==> src/sv/lab_pkg.sv <==
// Shared types and constants of the life automaton board.
package lab_pkg;

    localparam int MAX_ROWS  = 64;
    localparam int MAX_COLS  = 64;
    localparam int ROW_W     = $clog2(MAX_ROWS);
    localparam int COL_W     = $clog2(MAX_COLS);
    localparam int SIZE_W    = 7;
    localparam int CFG_IDX_W = 2;

    localparam logic [1:0] OP_WRITE   = 2'd0;
    localparam logic [1:0] OP_READ    = 2'd1;
    localparam logic [1:0] OP_ADVANCE = 2'd2;

    localparam logic [CFG_IDX_W-1:0] REG_BOARD_ROWS = 2'd0;
    localparam logic [CFG_IDX_W-1:0] REG_BOARD_COLS = 2'd1;

    localparam logic [SIZE_W-1:0] SIZE_RESET = 7'd64;

    typedef struct packed {
        logic [1:0]       op;
        logic [ROW_W-1:0] row;
        logic [COL_W-1:0] col;
        logic             cell_value;
    } item_t;

    typedef struct packed {
        logic cell_alive;
        logic coord_error;
    } result_t;

    typedef struct packed {
        logic cap_item;
        logic rd_item;
        logic merge;
        logic gen_init;
        logic gen_load0;
        logic gen_row;
        logic out_load;
    } lab_cmd_t;

    typedef struct packed {
        logic rw_ok;
        logic gen_go;
        logic gen_last;
    } lab_stat_t;

endpackage

==> src/sv/lab_ctrl.sv <==
// Controller state machine of the life automaton board.
module lab_ctrl (
    input  logic                clk,
    input  logic                rst_n,
    input  logic                item_valid,
    output logic                item_ready,
    output logic                result_valid,
    input  logic                result_ready,
    input  lab_pkg::lab_stat_t  stat,
    output lab_pkg::lab_cmd_t   cmd
);

    localparam logic [2:0] S_IDLE = 3'd0;
    localparam logic [2:0] S_DEC  = 3'd1;
    localparam logic [2:0] S_MRG  = 3'd2;
    localparam logic [2:0] S_G0   = 3'd3;
    localparam logic [2:0] S_GR   = 3'd4;
    localparam logic [2:0] S_RES  = 3'd5;

    logic [2:0] state_reg;
    logic [2:0] state_next;
    logic       result_valid_reg;
    logic       result_valid_next;

    always_comb
    begin
        cmd        = '0;
        state_next = state_reg;
        case (state_reg)
            S_IDLE:
            begin
                if (item_valid)
                begin
                    cmd.cap_item = 1'b1;
                    state_next   = S_DEC;
                end
            end
            S_DEC:
            begin
                if (stat.rw_ok)
                begin
                    cmd.rd_item = 1'b1;
                    state_next  = S_MRG;
                end
                else if (stat.gen_go)
                begin
                    cmd.gen_init = 1'b1;
                    state_next   = S_G0;
                end
                else
                begin
                    state_next = S_RES;
                end
            end
            S_MRG:
            begin
                cmd.merge  = 1'b1;
                state_next = S_RES;
            end
            S_G0:
            begin
                cmd.gen_load0 = 1'b1;
                state_next    = S_GR;
            end
            S_GR:
            begin
                cmd.gen_row = 1'b1;
                if (stat.gen_last)
                begin
                    state_next = S_RES;
                end
            end
            S_RES:
            begin
                if (!result_valid_reg || result_ready)
                begin
                    cmd.out_load = 1'b1;
                    state_next   = S_IDLE;
                end
            end
            default:
            begin
                state_next = S_IDLE;
            end
        endcase
    end

    always_comb
    begin
        if (cmd.out_load)
        begin
            result_valid_next = 1'b1;
        end
        else if (result_ready)
        begin
            result_valid_next = 1'b0;
        end
        else
        begin
            result_valid_next = result_valid_reg;
        end
    end

    always_ff @(posedge clk or negedge rst_n)
    begin
        if (!rst_n)
        begin
            state_reg        <= S_IDLE;
            result_valid_reg <= 1'b0;
        end
        else
        begin
            state_reg        <= state_next;
            result_valid_reg <= result_valid_next;
        end
    end

    assign item_ready   = (state_reg == S_IDLE);
    assign result_valid = result_valid_reg;

endmodule

==> config.mk <==
export PLATFORM = sky130hd
export DESIGN_NAME = lab_ctrl
export DESIGN_NICKNAME = d
export VERILOG_FILES = /design/src/sv/lab_pkg.sv /design/src/sv/lab_ctrl.sv
export SDC_FILE = /design/constraint.sdc
export NUM_CORES = 1
export LEC_CHECK = 0
export BUFFER_PORTS_ARGS = -buffer_cell sky130_fd_sc_hd__buf_2
export CAP_MARGIN = 10
export CORE_AREA = 2 2 39 41
export CTS_CLUSTER_DIAMETER = 60
export DETAILED_ROUTE_END_ITERATION = 8
export DIE_AREA = 0 0 41 43
export SETUP_SLACK_MARGIN = 0.2
export SKIP_CTS_REPAIR_TIMING = 1
export SYNTH_ARGS = -nofsm -noshare
export SYNTH_HDL_FRONTEND = slang
export SYNTH_SLANG_ARGS = --single-unit
==> constraint.sdc <==
create_clock -name clk -period 2.86 [get_ports clk]
set_input_delay 0.143 -clock clk [delete_from_list [all_inputs] [get_ports clk]]
set_output_delay 0.143 -clock clk [all_outputs]
set_load 0.02 [all_outputs]
Word-level counts from Yosys, hierarchy flattened
Cells that the tools add are included.
{"block": "op_classes", "n_eq_ne": 8, "mux": 20, "reduce_logical": 5}
{"cell": "$pmux W3 S6", "n": 1}
{"cell": "$mux W3", "n": 5}
{"cell": "$mux W1", "n": 14}
{"cell": "$eq A3 B2 Y1 const B", "n": 2}
{"cell": "$eq A3 B3 Y1 const B", "n": 2}
{"cell": "$ne A2 B2 Y1 const B", "n": 3}
{"cell": "$eq A3 B1 Y1 const B", "n": 1}
{"cell": "$logic_not A3 Y1", "n": 1}
{"cell": "$reduce_and A3 Y1", "n": 1}
{"cell": "$reduce_bool A2 Y1", "n": 1}
{"cell": "$logic_not A1 Y1", "n": 1}
{"cell": "$logic_or A1 B1 Y1", "n": 1}
{"block": "word_totals", "input_bits": 7, "word_cells": 35, "out_inout_bits": 9, "register_bits": 4}

Longest topological paths before layout
Gate-level depths: netlist of the first run.
{"block": "depth", "depth_word": 5, "ltp_mapped": 4}

Least setup slack after synthesis of the first run
No wires, ideal clock.
{"block": "synth_timing", "kind": "register to output", "startpoint": "reg state_reg[0]", "endpoint": "out cmd[6] (netlist bit)", "slack_ps": 1364, "path_buffers": 1, "stages_incl_launch_ff": 4, "arrival_ps": 1353, "cell_sequence": "dfrtp_1 -> buf_6 -> nor3_1 -> and2_1"}
{"element": "from (decl)", "line_no": "lab_ctrl.sv:20", "rtl": "logic [2:0] state_reg;"}
{"element": "from (signal assigned)", "line_no": "lab_ctrl.sv:113", "rtl": "state_reg <= state_next;"}
{"element": "to (decl)", "line_no": "lab_ctrl.sv:10", "rtl": "output lab_pkg::lab_cmd_t cmd"}

==> results.md, run 1 <==
- Leading post-synthesis cells by cell area: dfrtp_1 35%, buf_6 7.8%, nor2_1 7.8%, and2_1 4.3%, nor3b_2 4.3%
- Placed Instance Area: 348 sq um
- DRC viols: 0
- Syn_area_per_cell: 8.72 sq um
- Port Buf Inserts: 15
- Diodes inserted: 0
- Initial antenna violation count: 0
- Skew final: 0.00129 ns
- Area of the mapped netlist: 288 sq um
- Tcrit/Tclk final: 57.7%
- Clock share of power: 16.3%
- First-pass GRT wire length: 1070 um
- Startpoint Class: flop
- Crit. End Element: output port
- Design Area, Final: 380 sq um
- Hold Slack: 0.165 ns
- Least-Margin Pin Slew: 0.297 ns
- Leak: 0.201 nW
- Internal: 0.222 mW
- FMAX: 0.606 GHz
- Vias in the first global route: 254
- Multi-input logic area: 149 sq um
- Placer Congestion: 0.668
- Max_cap viols: 0
- Total clock sinks: 4
- Die Span Y: 43 um
- Req. time, crit path: 2.72 ns
- Clk_lat worst skew: 0.23 ns
- Die area: 1760 sq um
- CTS tree: done
- Run status: finished, final reports clean
- Critical path peak fanout: 10
- Logic pwr share: 51.1%
- Count of final setup violators: 0
- Psw: 0.185 mW
- GR Util All Layers: 9.56%
- Register area share after synthesis: 34.8%
- Clk buf depth: 2
- Via count: 266
- FP Rows: 14
- Top Ports: 16
- Layout Nets: 57
- Slew Limit Headroom: 80.2%
- Peak supply drop: 296 uV
- Min Tclk post-route: 1.65 ns
- Router iterations before antenna repair: 1
- Synth top area share: 34.8%
- Reg area: 100 sq um
- Yosys cell types: 21
- Proportion of layout cells with a drive suffix above 1: 45.8%
- Hpwl dp: 471 um
- Largest net degree at the start of global routing: 11
- Die Span X: 41 um
- Synth Instances: 33
- WL per Instance: 9.44 um
- Slew Limit Fails: 0
- Setup Crit Path Kind: flop to output port
- Yosys warns: 0
- Avg Vias per Cell: 4.16
- Final core occ: 27.5%
- H-tree depth: 1
- Fillcell total: 152
- Total CTS buffers: 3
- Antenna-violating nets left: 0
- Synth area leader: dfrtp_1
- Final hold viol count: 0
- #FFs+latches synth: 4
- Core ar.: 1380 sq um
- Arrival @ worst endpoint: 1.51 ns
- Initial Util: 20.8%
- Total gr overflow: 0
- Drt first-iter violations: 0
- Synthesized net count: 40
- Max reg flops: 3
- Worst min path class: primary input to flop
- RSZ-0062 raised after global routing: false
- WL final: 604 um
- Pwr/cell area: 1070 nW/um^2
- Fin Setup TNS: 0 ns
- Sequential Power Share: 32.6%
- Reg clk slew, reported paths: 0.03 ns
- Root buffer cell: clkbuf_4
- Area delta synth->final: 32.2%
- Sw frac: 45.4%
==> metal layers <==
| layer | vias to the layer above | GRT usage, % | routed length [um] |
|---|---|---|---|
| met5 | - | 0 | 0 |
| met4 | 0 | 8.00 | 0 |
| met3 | 0 | 5.24 | 44 |
| met2 | 11 | 12.5 | 272 |
| met1 | 115 | 10.7 | 286 |
| li1 | 140 | - | - |
==> area by class of cell <==
| type | count | share of cell area (%) |
|---|---|---|
| clock buffers | 3 | 5.92 |
| inverters | 1 | 0.987 |
| multi-input cells | 24 | 39.1 |
| well taps | 16 | 5.26 |
| repair buffers | 16 | 22.4 |
| flip-flops and latches | 4 | 26.3 |
==> worst paths after layout <==
kind | startpoint | end | slack (ns) | cells past startpoint
setup / recovery | state_reg[0] | cmd[3] | 1.21 | 3
hold / removal | item_valid | state_reg[0] | 0.17 | 3
setup reg to reg | state_reg[0] | state_reg[0] | 1.72 | 3
hold reg to reg | result_valid | result_valid | 0.54 | 2
max in group asynchronous | rst_n | state_reg[2] | 2.49 | 2
min in group asynchronous | rst_n | state_reg[0] | 0.25 | 2
==> through the flow <==
stage / setup WS (ns) / power (mW) / cells
floorplan: 1.36 / 0.312 / 33
global placement: 1.47 / 0.336 / 60
detailed placement: 1.45 / 0.342 / 60
CTS: 1.19 / 0.413 / 63
global route: 1.08 / 0.453 / 64
finish: 1.21 / 0.407 / 64
==> worst max-delay path: stages, from the launching register on <==
cell and delay, ns:
dfrtp_1 0.49, or3b_4 0.44, nor3b_2 0.17, buf_2 0.18
==> cell families after synthesis <==
kind of cell	share of synthesized area [%]
buffers and inverters	13.5
flip-flops	34.8
AO/OA/AOI/OAI	13.9
AND/OR/NAND/NOR	37.8
==> power groups by stage <==
stage / clock (mW) / combinational, mW / sequential, mW
2_1_floorplan: 0 / 0.214 / 0.0984
3_3_place_gp: 0 / 0.206 / 0.129
3_5_place_dp: 0 / 0.209 / 0.133
4_1_cts: 0.0709 / 0.210 / 0.133
5_1_grt: 0.0780 / 0.231 / 0.143
6_report: 0.0662 / 0.208 / 0.133
==> Yosys cell counts (all sizes together) <==
library cell  count
a211oi            1
a21o              1
a21oi             2
and2              2
and3b             1
buf               4
dfrtp             4
inv               1
nand2             2
nand2b            1
nand3b            1
nor2              6
nor2b             1
nor3              1
nor3b             2
o21ai             1
o221ai            1
or3b              1
==> layout by cell type, fill, tap and decap left out <==
| cell | synthesis | routed |
|---|---|---|
| nor3b_2 | 1 | 1 |
| o21ai_0 | 1 | 1 |
| clkbuf_4 | 0 | 3 |
| nand2_1 | 2 | 2 |
| a21oi_1 | 2 | 2 |
| and3b_2 | 1 | 1 |
| o221ai_1 | 1 | 1 |
| a21o_2 | 1 | 1 |
| nand2b_1 | 1 | 1 |
| and2_1 | 2 | 2 |
| nor2b_1 | 1 | 1 |
| dfrtp_1 | 4 | 4 |
| or3b_4 | 1 | 1 |
| buf_2 | 1 | 15 |
| dlygate4sd3_1 | 0 | 1 |
| nor3_1 | 1 | 1 |
| a211oi_1 | 1 | 1 |
| inv_1 | 1 | 1 |
| nor2_1 | 6 | 6 |
| nor3b_1 | 1 | 1 |
| nand3b_1 | 1 | 1 |
(Power assumes the default switching activity.)
==> run 2, diff against run 1 <==
==> constraint.sdc (replaced) <==
create_clock -name clk -period 1.7 [get_ports clk]
set_input_delay 0.085 -clock clk [delete_from_list [all_inputs] [get_ports clk]]
set_output_delay 0.085 -clock clk [all_outputs]
set_load 0.02 [all_outputs]
==> run 2 against run 1 <==
Net effect: via count is 6.0% higher; critical path depth stayed put; clock skew is 0.00099 ns higher; sequential cell count unchanged; worst hold slack lost 0.056 ns; sequential power is 32% higher; count of clock-buffer cells in the layout unchanged; critical endpoint unchanged; largest power group unchanged.
==> results.md, run 2 (synthesis results as in run 1) <==
- Run status: finished, final reports clean
- Die Span X: 41 um (unchanged)
- Slew Limit Headroom: 86.7% (+6.5 points)
- Min Tclk post-route: 1.44 ns
- Startpoint Class: flop
- Layout Nets: 60 (+5.3%)
- Initial antenna violation count: 0 (unchanged)
- Root buffer cell: clkbuf_4
- WL per Instance: 9.70 um (+2.8%)
- H-tree depth: 1 (unchanged)
- Peak supply drop: 767 uV (+160%)
- Slew Limit Fails: 0 (unchanged)
- Router iterations before antenna repair: 1 (unchanged)
- Req. time, crit path: 1.62 ns (-1.10 ns)
- Antenna-violating nets left: 0 (unchanged)
- RSZ-0062 raised after global routing: true
- Initial Util: 20.8% (unchanged)
- Port Buf Inserts: 15 (unchanged)
- Largest net degree at the start of global routing: 11 (unchanged)
- Setup Crit Path Kind: flop to output port
- Diodes inserted: 0 (unchanged)
- Leak: 0.214 nW (+6.2%)
- Pwr/cell area: 1830 nW/um^2 (+71%)
- Total gr overflow: 0 (unchanged)
- FP Rows: 14 (unchanged)
- Max_cap viols: 0 (unchanged)
- Count of final setup violators: 0 (unchanged)
- Drt first-iter violations: 0 (unchanged)
- GR Util All Layers: 8.43% (-1.1 points)
- Worst min path class: primary input to flop
- Avg Vias per Cell: 4.21 (+1.3%)
- Top Ports: 16 (unchanged)
- First-pass GRT wire length: 986 um (-7.8%)
- FMAX: 0.695 GHz
- Crit. End Element: output port
- Clk_lat worst skew: 0.23 ns (about the same)
- Total clock sinks: 4 (unchanged)
- Die Span Y: 43 um (unchanged)
- Tcrit/Tclk final: 84.7%
- Die area: 1760 sq um (unchanged)
- Core ar.: 1380 sq um (unchanged)
- Max reg flops: 3 (unchanged)
- Fin Setup TNS: 0 ns (unchanged)
- Commonest non-fill, non-tap cell in the layout: buf_2
- Via count: 282 (+6.0%)
- Final hold viol count: 0 (unchanged)
- Critical path peak fanout: 3 (-7)
- Placer Congestion: 0.683 (+2.2%)
- WL final: 650 um (+7.6%)
- Area delta synth->final: 41.7%
- Skew final: 0.00228 ns (+0.000989 ns)
- Hpwl dp: 464 um (-1.6%)
- Vias in the first global route: 253 (-0.39%)
- CTS tree: done
- Arrival @ worst endpoint: 1.35 ns (-0.16 ns)
- Pwr Total: 0.745 mW (+83%)
- Proportion of layout cells with a drive suffix above 1: 52.9% (+7.1 points)
- Reg clk slew, reported paths: 0.04 ns (about the same)
- DRC viols: 0 (unchanged)
- Fillcell total: 157 (+3.3%)
- Clk buf depth: 2 (unchanged)
- Total CTS buffers: 3 (unchanged)
- Most frequent cells in the layout: 14 x buf_2, 6 x nor2_1, 4 x buf_4, 3 x clkbuf_4
- Least-Margin Pin Slew: 0.198 ns (-0.0990 ns)
run 2: final timing paths:
| check | from | to | slack, ns | cells after the start |
|---|---|---|---|---|
| min reg2reg | state_reg[2] | state_reg[2] | 0.49 | 1 |
| max | state_reg[1] | cmd[3] | 0.26 | 3 |
| max reg2reg | state_reg[2] | state_reg[0] | 0.52 | 4 |
| min | item_valid | state_reg[0] | 0.11 | 3 |
| max in group asynchronous | rst_n | state_reg[1] | 1.38 | 2 |
| min in group asynchronous | rst_n | state_reg[0] | 0.19 | 2 |
run 2: where the power goes:
group / switching (mW) / internal [mW] / leakage [nW]
registers: 0.0317 / 0.143 / 0.0479
logic: 0.258 / 0.198 / 0.152
clock network: 0.0352 / 0.0787 / 0.0138
total: 0.325 / 0.420 / 0.214
run 2: area by class of cell:
| type | instances | area (sq um) | share of cell area (%) |
|---|---|---|---|
| repair buffers | 19 | 110 | 27.0 |
| inverters | 1 | 3.75 | 0.920 |
| clock buffers | 3 | 22.5 | 5.52 |
| flip-flops and latches | 4 | 103 | 25.2 |
| well taps | 16 | 20.0 | 4.91 |
| multi-input cells | 24 | 149 | 36.5 |
run 2: routing by layer:
layer | GRT usage [%] | routed length [um]
met1 | 10.3 | 332
met4 | 6.00 | 0
met5 | 0 | 0
met2 | 11.3 | 270
met3 | 3.66 | 46
run 2: per-stage QoR:
step / instance area, sq um / hold slack, ns / utilization, % / setup WS, ns / instances
after floorplan: 288 / -0.211 / - / 0.262 / 33
after global placement: 355 / -0.106 / 25.7 / 0.390 / 61
after detailed placement: 355 / -0.107 / 25.7 / 0.382 / 61
after CTS: 378 / -0.358 / 27.3 / 0.128 / 64
after global routing: 408 / 0.123 / 29.5 / 0.173 / 67
final: 408 / 0.110 / 29.5 / 0.260 / 67
run 2: worst max-delay path: stages, from the launching register on:
cell and delay (ns):
dfrtp_2 0.40, or3b_4 0.41, nor3b_2 0.15, buf_4 0.16
==> run 3, diff against run 2 <==
==> constraint.sdc (replaced) <==
create_clock -name clk -period 1.19 [get_ports clk]
set_input_delay 0.0595 -clock clk [delete_from_list [all_inputs] [get_ports clk]]
set_output_delay 0.0595 -clock clk [all_outputs]
set_load 0.02 [all_outputs]
==> run 3 against run 2 <==
Net effect: the flow now finishes with violations (setup timing); clock skew rose by 0.00098 ns; die area did not move; register-to-register slack got worse by 0.48 ns; count of clock-buffer cells in the layout did not move; first-iteration DRC count rose by 2; critical path depth did not move; power rose by 82%; setup slack got worse by 0.48 ns; critical path type unchanged; largest cell class unchanged.
==> results.md, run 3 (synthesis results as in run 1) <==
- Run status: complete, but fails checks
- Failing checks: setup timing
- Placer Congestion: 0.730 (+6.9%)
- Diodes inserted: 0 (unchanged)
- Critical path peak fanout: 3 (unchanged)
- Root buffer cell: clkbuf_4
- Via count: 298 (+5.7%)
- Die Span X: 41 um (unchanged)
- Total clock sinks: 4 (unchanged)
- Min Tclk post-route: 1.41 ns
- WL per Instance: 9.00 um (-7.2%)
- Reg area: 100 sq um (-2.4%)
- Clk_lat worst skew: 0.24 ns (about the same)
- Worst min path class: primary input to flop
- Top Ports: 16 (unchanged)
- Drt first-iter violations: 2 (+2)
- Reg clk slew, reported paths: 0.04 ns (about the same)
- Placed Instance Area: 384 sq um (+8.1%)
- Port Buf Inserts: 15 (unchanged)
- Die area: 1760 sq um (unchanged)
- Vias in the first global route: 233 (-7.9%)
- Tcrit/Tclk final: 118%
- Total CTS buffers: 3 (unchanged)
- Req. time, crit path: 1.13 ns (-0.49 ns)
- Pre-CTS WS: 0.00179 ns (-0.381 ns)
- Max reg flops: 3 (unchanged)
- First-pass GRT wire length: 972 um (-1.4%)
- Initial Util: 20.8% (unchanged)
- Crit. End Element: output port
- Most frequent cells in the layout: 8 x buf_2, 8 x buf_6, 5 x buf_4, 4 x nor2_1, 4 x dfrtp_1
- RSZ-0062 raised after global routing: true
- Slew Limit Headroom: 87.8% (+1.1 points)
- FMAX: 0.709 GHz
- Avg Vias per Cell: 4.26 (+1.1%)
- Arrival @ worst endpoint: 1.35 ns (about the same)
- Die Span Y: 43 um (unchanged)
- Max_cap viols: 0 (unchanged)
- Hold Slack: 0.0853 ns (-0.0242 ns)
- FP Rows: 14 (unchanged)
- Area delta synth->final: 78.3%
- Least-Margin Pin Slew: 0.181 ns (-0.0167 ns)
- GR Util All Layers: 9.15% (+0.71 points)
- WL final: 630 um (-3.1%)
- Final hold viol count: 0 (unchanged)
- Fillcell total: 144 (-8.3%)
- Layout Nets: 63 (+5.0%)
- CTS tree: done
- Final worst slack: -0.220 ns (-0.480 ns)
- DRC viols: 0 (unchanged)
- Count of final setup violators: 6 (+6)
- Router iterations before antenna repair: 2 (+1)
- Total gr overflow: 0 (unchanged)
- Core ar.: 1380 sq um (unchanged)
- Leak: 0.252 nW (+18%)
- Pwr Total: 1.36 mW (+82%)
- Clk buf depth: 2 (unchanged)
- Design Area, Final: 513 sq um (+26%)
- Peak supply drop: 1080 uV (+41%)
- Largest net degree at the start of global routing: 10 (-1)
- Skew final: 0.00326 ns (+0.000980 ns)
- Startpoint Class: flop
- H-tree depth: 1 (unchanged)
- Initial antenna violation count: 0 (unchanged)
- Slew Limit Fails: 0 (unchanged)
- Final Non-Filler Cells: 70 (+4.5%)
- Setup Crit Path Kind: flop to output port
- Antenna-violating nets left: 0 (unchanged)
- Proportion of layout cells with a drive suffix above 1: 64.8% (+12 points)
- Placed Cells: 63 (+3.3%)
- Multi-input logic area: 189 sq um (+27%)
- Pwr/cell area: 2650 nW/um^2 (+45%)
run 3: path summary, 6_finish.rpt:
path / from / endpoint / slack [ns] / cells after the start
max in group asynchronous: rst_n / state_reg[1] / 0.91 / 2
setup reg to reg: state_reg[0] / state_reg[0] / 0.04 / 5
hold reg to reg: state_reg[1] / state_reg[1] / 0.58 / 2
hold / removal: item_valid / state_reg[0] / 0.09 / 3
setup / recovery: state_reg[1] / cmd[3] / -0.22 / 3
min in group asynchronous: rst_n / result_valid / 0.16 / 2
run 3: power breakdown:
part | internal [mW] | total, mW | switching (mW)
combinational | 0.492 | 0.959 | 0.467
sequential | 0.199 | 0.236 | 0.0369
clock | 0.113 | 0.165 | 0.0528
total | 0.803 | 1.36 | 0.556
run 3: area by class of cell:
cell class              instances  area share [%]
clock buffers                   3            4.39
flip-flops and latches          4            19.5
multi-input cells              24            36.8
well taps                      16            3.90
inverters                       1           0.732
repair buffers                 22            34.6
run 3: through the flow:
stage / TNS, ns / utilization (%)
floorplan: -0.0615 / -
global placement: 0 / 27.8
detailed placement: 0 / 27.8
CTS: -0.759 / 29.4
global route: -1.08 / 37.1
finish: -0.646 / 37.1
run 3: worst max-delay path, cell delays in order (launching register included):
cell     delay [ns]
dfrtp_1        0.37
or3b_4         0.43
nor3b_4        0.18
buf_6          0.14
run 3: layer usage:
layer	up-vias	share of wire, %	track usage [%]	wire length [um]
li1	153	-	-	-
met1	130	44	10.0	277
met2	13	45	10.0	283
met3	2	8.7	8.38	55
met4	0	2.2	8.00	14
met5	-	0	0	0
